<file path="src/woi_pkg.sv">
`timescale 1ns / 1ps

package woi_pkg;

  localparam int CORDIC_STEPS = 16;
  localparam int IterW = (CORDIC_STEPS > 1) ? $clog2(CORDIC_STEPS) : 1;

  localparam logic signed [33:0] CordicGain = 34'sd652032874;
  localparam logic [24:0] AngK = 25'd21361415;

  localparam int CfgIdxW = 4;
  localparam logic [CfgIdxW-1:0] RegWheelRadius = 4'd0;
  localparam logic [CfgIdxW-1:0] RegInvSep = 4'd1;

  localparam logic [3:0] OpNone = 4'd0;
  localparam logic [3:0] OpV = 4'd1;
  localparam logic [3:0] OpW1 = 4'd2;
  localparam logic [3:0] OpW = 4'd3;
  localparam logic [3:0] OpDlin = 4'd4;
  localparam logic [3:0] OpDang = 4'd5;
  localparam logic [3:0] OpTl = 4'd6;
  localparam logic [3:0] OpTh = 4'd7;
  localparam logic [3:0] OpHl = 4'd8;
  localparam logic [3:0] OpHh = 4'd9;
  localparam logic [3:0] OpPx = 4'd10;
  localparam logic [3:0] OpPy = 4'd11;

  typedef struct packed {
    logic       capture;
    logic [3:0] op;
    logic       cord_start;
    logic       load_out;
  } woi_cmd_t;

  typedef struct packed {
    logic cord_busy;
  } woi_status_t;

  function automatic logic [31:0] atan_bam(input logic [4:0] i);
    logic [31:0] r;
    case (i)
      5'd0: r = 32'h20000000;
      5'd1: r = 32'h12E4051D;
      5'd2: r = 32'h09FB385B;
      5'd3: r = 32'h051111D4;
      5'd4: r = 32'h028B0D43;
      5'd5: r = 32'h0145D7E1;
      5'd6: r = 32'h00A2F61E;
      5'd7: r = 32'h00517C55;
      5'd8: r = 32'h0028BE53;
      5'd9: r = 32'h00145F2E;
      5'd10: r = 32'h000A2F98;
      5'd11: r = 32'h000517CC;
      5'd12: r = 32'h00028BE6;
      5'd13: r = 32'h000145F3;
      5'd14: r = 32'h0000A2F9;
      5'd15: r = 32'h0000517C;
      5'd16: r = 32'h000028BE;
      5'd17: r = 32'h0000145F;
      5'd18: r = 32'h00000A2F;
      5'd19: r = 32'h00000517;
      5'd20: r = 32'h0000028B;
      5'd21: r = 32'h00000145;
      5'd22: r = 32'h000000A2;
      5'd23: r = 32'h00000051;
      5'd24: r = 32'h00000028;
      5'd25: r = 32'h00000014;
      5'd26: r = 32'h0000000A;
      5'd27: r = 32'h00000005;
      5'd28: r = 32'h00000002;
      5'd29: r = 32'h00000001;
      default: r = 32'h00000000;
    endcase
    return r;
  endfunction

  function automatic logic [31:0] sat32(input logic [33:0] v);
    logic [31:0] r;
    if (&v[33:31] || ~|v[33:31]) r = v[31:0];
    else if (v[33]) r = 32'h80000000;
    else r = 32'h7FFFFFFF;
    return r;
  endfunction

  function automatic logic [23:0] sat24(input logic [34:0] v);
    logic [23:0] r;
    if (&v[34:23] || ~|v[34:23]) r = v[23:0];
    else if (v[34]) r = 24'h800000;
    else r = 24'h7FFFFF;
    return r;
  endfunction

  function automatic logic [15:0] sat16(input logic [18:0] v);
    logic [15:0] r;
    if (&v[18:15] || ~|v[18:15]) r = v[15:0];
    else if (v[18]) r = 16'h8000;
    else r = 16'h7FFF;
    return r;
  endfunction

endpackage

</file>
<file path="src/woi_ctrl.sv">
`timescale 1ns / 1ps

module woi_ctrl (
  input  logic                 clk,
  input  logic                 rst_n,
  input  logic                 in_valid,
  output logic                 in_ready,
  input  logic                 in_command,
  output logic                 out_valid,
  input  logic                 out_ready,
  output woi_pkg::woi_cmd_t    cmd,
  input  woi_pkg::woi_status_t status
);

  localparam logic [3:0] S_IDLE = 4'd0;
  localparam logic [3:0] S_V = 4'd1;
  localparam logic [3:0] S_W1 = 4'd2;
  localparam logic [3:0] S_W = 4'd3;
  localparam logic [3:0] S_DLIN = 4'd4;
  localparam logic [3:0] S_DANG = 4'd5;
  localparam logic [3:0] S_TL = 4'd6;
  localparam logic [3:0] S_TH = 4'd7;
  localparam logic [3:0] S_HL = 4'd8;
  localparam logic [3:0] S_HH = 4'd9;
  localparam logic [3:0] S_CSTART = 4'd10;
  localparam logic [3:0] S_CWAIT = 4'd11;
  localparam logic [3:0] S_PX = 4'd12;
  localparam logic [3:0] S_PY = 4'd13;
  localparam logic [3:0] S_FIN = 4'd14;

  logic [3:0] state_r, state_nxt;
  logic out_valid_r, out_valid_nxt;
  logic zero_cmd_r, zero_cmd_nxt;
  logic accept;

  assign in_ready = (state_r == S_IDLE);
  assign accept = in_valid && in_ready;
  assign out_valid = out_valid_r;

  always_comb begin
    state_nxt = state_r;
    zero_cmd_nxt = zero_cmd_r;
    out_valid_nxt = out_valid_r && !out_ready;
    cmd.capture = accept;
    cmd.op = woi_pkg::OpNone;
    cmd.cord_start = 1'b0;
    cmd.load_out = 1'b0;
    case (state_r)
      S_IDLE: begin
        if (accept) begin
          zero_cmd_nxt = in_command;
          state_nxt = in_command ? S_CSTART : S_V;
        end
      end
      S_V: begin
        cmd.op = woi_pkg::OpV;
        state_nxt = S_W1;
      end
      S_W1: begin
        cmd.op = woi_pkg::OpW1;
        state_nxt = S_W;
      end
      S_W: begin
        cmd.op = woi_pkg::OpW;
        state_nxt = S_DLIN;
      end
      S_DLIN: begin
        cmd.op = woi_pkg::OpDlin;
        state_nxt = S_DANG;
      end
      S_DANG: begin
        cmd.op = woi_pkg::OpDang;
        state_nxt = S_TL;
      end
      S_TL: begin
        cmd.op = woi_pkg::OpTl;
        state_nxt = S_TH;
      end
      S_TH: begin
        cmd.op = woi_pkg::OpTh;
        state_nxt = S_HL;
      end
      S_HL: begin
        cmd.op = woi_pkg::OpHl;
        state_nxt = S_HH;
      end
      S_HH: begin
        cmd.op = woi_pkg::OpHh;
        state_nxt = S_CSTART;
      end
      S_CSTART: begin
        cmd.cord_start = 1'b1;
        state_nxt = S_CWAIT;
      end
      S_CWAIT: begin
        if (!status.cord_busy) state_nxt = zero_cmd_r ? S_FIN : S_PX;
      end
      S_PX: begin
        cmd.op = woi_pkg::OpPx;
        state_nxt = S_PY;
      end
      S_PY: begin
        cmd.op = woi_pkg::OpPy;
        state_nxt = S_FIN;
      end
      S_FIN: begin
        if (!out_valid_r || out_ready) begin
          cmd.load_out = 1'b1;
          out_valid_nxt = 1'b1;
          state_nxt = S_IDLE;
        end
      end
      default: state_nxt = S_IDLE;
    endcase
  end

  always_ff @(posedge clk) begin
    if (!rst_n) begin
      state_r <= S_IDLE;
      out_valid_r <= 1'b0;
      zero_cmd_r <= 1'b0;
    end else begin
      state_r <= state_nxt;
      out_valid_r <= out_valid_nxt;
      zero_cmd_r <= zero_cmd_nxt;
    end
  end

endmodule

</file>
<file path="config.mk">
export PLATFORM = sky130hd
export DESIGN_NAME = woi_ctrl
export DESIGN_NICKNAME = d
export VERILOG_FILES = /design/src/woi_pkg.sv /design/src/woi_ctrl.sv
export SDC_FILE = /design/constraint.sdc
export NUM_CORES = 1
export LEC_CHECK = 0
export ABC_CLOCK_PERIOD_IN_PS = 1750
export BUFFER_PORTS_ARGS = -buffer_cell sky130_fd_sc_hd__buf_2
export CAP_MARGIN = 20
export CELL_PAD_IN_SITES_DETAIL_PLACEMENT = 0
export CELL_PAD_IN_SITES_GLOBAL_PLACEMENT = 1
export CORE_UTILIZATION = 31
export CTS_BUF_LIST = sky130_fd_sc_hd__clkbuf_16
export CTS_CLUSTER_SIZE = 16
export DETAILED_ROUTE_END_ITERATION = 8
export GPL_TIMING_DRIVEN = 0
export PLACE_DENSITY_LB_ADDON = 0.1
export SYNTH_ARGS = -nofsm -noshare
export SYNTH_HDL_FRONTEND = slang
export SYNTH_SLANG_ARGS = --single-unit
export TNS_END_PERCENT = 5
</file>
<file path="constraint.sdc">
create_clock -name clk -period 1.75 [get_ports clk]
set_input_delay 0.175 -clock clk [delete_from_list [all_inputs] [get_ports clk]]
set_output_delay 0.175 -clock clk [all_outputs]
set_load 0.05 [all_outputs]
</file>
==> results of run 1 <==
## flip-flops by register name, summed over array words and instances, names as in the netlist
register and count:
state_r 4, out_valid 1, zero_cmd_r 1
## power by group
group,switching (W),total (W),internal (W)
combinational,0.000272,0.000396,0.000124
sequential,0.0000205,0.000181,0.000160
clock,0.0000791,0.000373,0.000293
## worst max-delay path, cell delays in order (launching register included)
cell and delay [ps]:
sky130_fd_sc_hd__dfxtp_1 310, sky130_fd_sc_hd__buf_6 130, sky130_fd_sc_hd__nor2_1 200, sky130_fd_sc_hd__and3_1 230, sky130_fd_sc_hd__buf_4 110, sky130_fd_sc_hd__buf_2 240
## worst paths after layout
check	endpoint	depth (start not counted)
setup / recovery	cmd[6]	5
hold / removal	state_r[0]	3
setup reg to reg	state_r[2]	5
hold reg to reg	zero_cmd_r	2
## layout make-up
class / count / area, sq um
fill: 121 / 594
multi-input combinational: 40 / 256
sequential: 6 / 120
clock buffer: 3 / 75.1
timing repair buffer: 14 / 70.1
buffer: 5 / 33.8
inverter: 5 / 18.8
tap: 14 / 17.5
## layer usage
layer  vias up  part of all wire  wire length, microns
li1        236                 -                     -
met1       196              0.52                   549
met2        14              0.41                   427
met3         3             0.059                    62
met4         0            0.0076                     8
met5         -                 0                     0
## placed cells by master (no fill, tap or decap), types with 2 or more instances in the layout
master / instances
sky130_fd_sc_hd__a21oi_1: 4
sky130_fd_sc_hd__inv_1: 5
sky130_fd_sc_hd__dfxtp_1: 6
sky130_fd_sc_hd__nand2b_1: 2
sky130_fd_sc_hd__a31oi_1: 3
sky130_fd_sc_hd__nor2_1: 3
sky130_fd_sc_hd__clkbuf_16: 3
sky130_fd_sc_hd__nor2b_1: 2
sky130_fd_sc_hd__nand2_1: 5
sky130_fd_sc_hd__o21ai_0: 3
sky130_fd_sc_hd__o22ai_1: 2
sky130_fd_sc_hd__and3_1: 2
sky130_fd_sc_hd__buf_2: 17
## cells by family after synthesis
| group | synth area share |
|---|---|
| compound gates | 0.284 |
| buf+inv | 0.124 |
| flops | 0.284 |
| mux | 0.0237 |
| simple gates | 0.284 |
## metrics by stage
stage,setup TNS (ps),util,setup slack [ps],hold slack [ps],area [sq um]
2_1_floorplan,-53.3,-,-53.3,311,429
3_3_place_gp,0,0.436,355,449,517
3_5_place_dp,0,0.436,355,444,517
4_1_cts,0,0.499,126,211,592
5_1_grt,0,0.499,39.8,222,592
6_report,0,0.499,115,211,592
==> impl_results.md, run 1 <==
- Status: finished clean
- Met3 routing resource usage after global routing: 0.0867
- Data arrival time of the critical path: between 1000 and 1500 ps
- Overall Power: about 0.00095 W
- Count of hold buffers inserted by post-cts repair: 0
- DP Wirelength: around 730 microns
- Wire length of the first global-routing pass: approximately 1.7 mm
- Total via count after detailed routing: 449
- Slew Viols, Final: 0
- Crit path max fanout: 10
- Largest area contributor in the netlist: sky130_fd_sc_hd__dfxtp_1
- Total overflow reported by the global router: 0
- Number of buffers on the longest clock path: 2
- Critical Path Source Type: register
- Post-DRT Antenna Nets: 0
- Pin count of the biggest net entering global routing: 11
- Final estimated routing congestion in global placement: 0.801
- Worst setup slack for register-to-register paths: approximately 360 ps
- R2r startpoint: state_r[0]
- Dominant synthesized flop cell: sky130_fd_sc_hd__dfxtp_1
- Clock Skews: about 3 ps
- Area contributors post-synth: sky130_fd_sc_hd__dfxtp_1 (28%), sky130_fd_sc_hd__a21oi_1 (4.7%), sky130_fd_sc_hd__o21ai_0 (4.7%)
- Number of storage elements in the synthesis netlist: 6
- Top Usage Layer GRT: met2
- Async set-reset flop share out of synthesis: 0
- Die extent in x: about 39 microns
- Count of mapped cells out of synthesis: 56
- Share of the clock period used by the worst path: 0.934
- Number of warning messages in the yosys log: 0
- CTS H-tree lvls: 1
- Number of antenna violations at the first check in global routing: 0
- F_max: slightly above 600 MHz
- EDFF count, synth: 0
- Worst-Margin Slew: approximately 270 ps
- Global Route met2 Usage: 0.238
- Crit path launch: state_r[0]
- Post-CTS Setup Repair Bufs: 0
- Mapped Area: between 400 and 500 sq um
- Kind of critical path: reg -> out
- Mean instance size in the synthesized netlist: about 7.6 sq um
- Iteration-0 DRC Markers: 3
- Core region area: about 1200 sq um
- Hold Startpoint: status
- Via count of the first global-routing pass: 364
- Layout cell share with drive strength beyond 1: 0.342
- LEAKAGE: roughly 0.28 nW
- Nets: a little over 80
- RSZ-0062 raised after global routing: false
- Number of DRC violations after detailed routing: 0
- Cell with the most instances after synthesis: sky130_fd_sc_hd__dfxtp_1
- Clock slew seen by the registers of the worst setup and hold paths: around 30 ps
- Max Cap Viol: 0
- Average vias per placed instance: between 5 and 6
- Top cells by instance count after synthesis: sky130_fd_sc_hd__dfxtp_1 (6), sky130_fd_sc_hd__inv_1 (5), sky130_fd_sc_hd__nand2_1 (5)
- Total clock buffers created by CTS: 3
- Clock tree from TritonCTS: yes
- Synthesized net count: 62
- Required time of the critical path: around 1600 ps
- Distinct cell type count of the synthesized netlist: 26
- Number of clock sinks: 6
- Placed cell count: between 80 and 90
- Clock insertion delay at the later pin of the skew report: around 230 ps
- Top cell type's share of synthesized area: 0.284
- Wirelength per Cell: roughly 12 microns
- VDD IR max: 0.000736 V
- Tmin final: 1630 ps
- Std-Cell Rows: 12
- Wire length after detailed routing: approximately 1.0 mm
- IO Pins: 15
- Power per cell area: 1600 nW/um^2
- I/O Buffers: 14
- Global-route total usage across every layer: 0.174
- CTS Root Cell: sky130_fd_sc_hd__clkbuf_16
- Critical Path Sink Type: primary output
- Antenna cell count: 0
- Final-report setup violation count: 0
- Type of the tightest min-delay check: in -> reg
- Worst-case headroom to the max-slew limit: 0.816
- Initial core utilization: 0.357
- Sequential area share after synthesis: 0.284
- Area growth syn-to-layout: 39.9%
- Number of cells upsized or downsized after cts: 0
- DIE AREA: 1520 sq um
- Number of standard cells in the final layout excluding fillers: 87
- Final hold violation count: 0
- Number of detailed-route iterations in the first pass: 4
- Met1 layer usage reported by global route: 0.224
- Die height: between 30 and 40 microns
Note: power is estimated with default switching activity, not from simulation.
==> inputs of run 2 (changes only) <==
--- a/config.mk
+++ b/config.mk
@@ -6,7 +6,7 @@
 export NUM_CORES = 1
 export LEC_CHECK = 0
 export ABC_CLOCK_PERIOD_IN_PS = 1750
-export BUFFER_PORTS_ARGS = -buffer_cell sky130_fd_sc_hd__buf_2
+export BUFFER_PORTS_ARGS = -buffer_cell sky130_fd_sc_hd__buf_4
 export CAP_MARGIN = 20
 export CELL_PAD_IN_SITES_DETAIL_PLACEMENT = 0
 export CELL_PAD_IN_SITES_GLOBAL_PLACEMENT = 1
==> impl_results.md, run 2 (synthesis gave the netlist of run 1 again) <==
- Status: finished clean
- Wirelength per Cell: 12.3 microns
- Antenna cell count: 0
- Std-Cell Rows: 12
- Final-report setup violation count: 0
- Total clock buffers created by CTS: 3
- Switching Power: around 0.00037 W
- Worst Reg2Reg Path Length in Cells: 5
- Cell area after layout: 627 sq um
- Proportion of power drawn by flip-flops and latches: 0.186
- Tmin final: 1560 ps
- Count of hold buffers inserted by post-cts repair: 0
- Layout cell share with drive strength beyond 1: 0.342
- Final hold violation count: 0
- Number of detailed-route iterations in the first pass: 4
- Worst-case headroom to the max-slew limit: 0.809
- Clock Skews: ~0.56 ps
- Post-CTS Setup Repair Bufs: 0
- Post-DRT Antenna Nets: 0
- Max FFs per register: 4
- Wire length after detailed routing: approximately 1.1 mm
- Part of the power in combinational logic: 0.434
- Required time of the critical path: 1570 ps
- Number of buffers on the longest clock path: 2
- DP Wirelength: just under 800 microns
- DIE AREA: ~1500 sq um
- Post-place setup slack: about 390 ps
- Initial core utilization: 0.357
- Internal power component: ~0.0006 W
- Share of the clock period used by the worst path: 0.894
- Pin count of the biggest net entering global routing: 11
- VDD IR max: 0.000756 V
- Total overflow reported by the global router: 0
- Worst setup slack for register-to-register paths: approximately 380 ps
- Critical Path Source Type: register
- Iteration-0 DRC Markers: 11
- F_max: about 640 MHz
- Power per cell area: about 1600 nW/um^2
- Switching fraction of total power: 0.380
- Min-Delay Endpoint: state_r[2]
- Die height: between 30 and 40 microns
- Clock insertion delay at the later pin of the skew report: between 200 and 250 ps
- Clock slew seen by the registers of the worst setup and hold paths: around 30 ps
- Utilization after layout: 0.528
- Clock tree from TritonCTS: yes
- Kind of critical path: reg -> out
- I/O Buffers: 14
- Number of clock sinks: 6
- Leading cell types in the layout, fill and taps excluded: sky130_fd_sc_hd__buf_4 (15), sky130_fd_sc_hd__dfxtp_1 (6), sky130_fd_sc_hd__nand2_1 (5), sky130_fd_sc_hd__inv_1 (5), sky130_fd_sc_hd__a21oi_1 (4)
- RSZ-0062 raised after global routing: false
- Total via count after detailed routing: 450
- Overall Power: 0.000972 W
- Cell area after placement: between 500 and 600 sq um
- CTS Root Cell: sky130_fd_sc_hd__clkbuf_16
- Max Cap Viol: 0
- Most common cell after layout, fill and taps aside: sky130_fd_sc_hd__buf_4
- CTS H-tree lvls: 1
- Number of cells upsized or downsized after cts: 0
- Nets: ~80
- Slew Viols, Final: 0
- Data arrival time of the critical path: 1390 ps
- Average vias per placed instance: between 5 and 6
- Core region area: 1190 sq um
- IO Pins: 15
- Most flops, register: state_r
- Setup TNS Final: 0 ps
- Via count of the first global-routing pass: between 400 and 500
- Die extent in x: 38.9 microns
- Number of DRC violations after detailed routing: 0
- Final worst slack: ~190 ps
- LEAKAGE: 0.285 nW
- Area growth syn-to-layout: 48.2%
- Worst-Margin Slew: ~280 ps
- Number of antenna violations at the first check in global routing: 0
- Clock power share: 0.379
- Wire length of the first global-routing pass: ~1.8 mm
- Critical Path Sink Type: primary output
- Global-route total usage across every layer: 0.184
- Hold Startpoint: rst_n
- Critical R2R Capture: state_r[1]
- Number of cells traversed by the worst hold path: 2
- Type of the tightest min-delay check: in -> reg
- Final estimated routing congestion in global placement: about 0.77
- R2r startpoint: state_r[1]
- Crit path max fanout: 10
## run 2: cell count changes in the layout (fill, tap and decap cells not counted)
cell	before	now
sky130_fd_sc_hd__buf_2	17	3
sky130_fd_sc_hd__buf_4	1	15
## run 2: cell type report
cell class	count	area, sq um
multi-input combinational	40	256
buffer	5	33.8
fill	118	559
tap	14	17.5
timing repair buffer	14	105
inverter	5	18.8
sequential	6	120
clock buffer	3	75.1
## run 2: routing by layer
layer,up-vias,global-route usage,share of wire
li1,235,-,-
met1,196,0.229,0.46
met2,17,0.275,0.46
met3,2,0.0925,0.078
met4,0,0.0517,0.0075
met5,-,0,0
## run 2: worst max path at each step
stage	from	endpoint	slack, ps	depth (start not counted)
detailed placement	state_r[1]	state_r[1]	390	5
global placement	state_r[1]	state_r[1]	380	5
global route	state_r[3]	cmd[3]	90	6
floorplan	state_r[1]	cmd[2]	-50	2
CTS	state_r[0]	cmd[6]	180	5
finish	state_r[0]	cmd[6]	190	5
## run 2: power by group through the flow
stage / logic, W / registers [W] / clock network (W)
after floorplan: 0.000321 / 0.000176 / 0
after global placement: 0.000426 / 0.000183 / 0
after detailed placement: 0.000423 / 0.000183 / 0
after CTS: 0.000425 / 0.000181 / 0.000373
after global routing: 0.000456 / 0.000183 / 0.000384
final: 0.000423 / 0.000181 / 0.000369
## run 2: metrics by stage
stage | hold slack [ps] | cells
after global routing | 207 | 87
after detailed placement | 436 | 84
after CTS | 202 | 87
after global placement | 443 | 84
after floorplan | 311 | 56
final | 201 | 87
## run 2: worst max-delay path: stages, from the launching register on
cell and delay, ps:
sky130_fd_sc_hd__dfxtp_1 310, sky130_fd_sc_hd__buf_6 130, sky130_fd_sc_hd__nor2_1 190, sky130_fd_sc_hd__and3_1 230, sky130_fd_sc_hd__buf_4 110, sky130_fd_sc_hd__buf_4 180
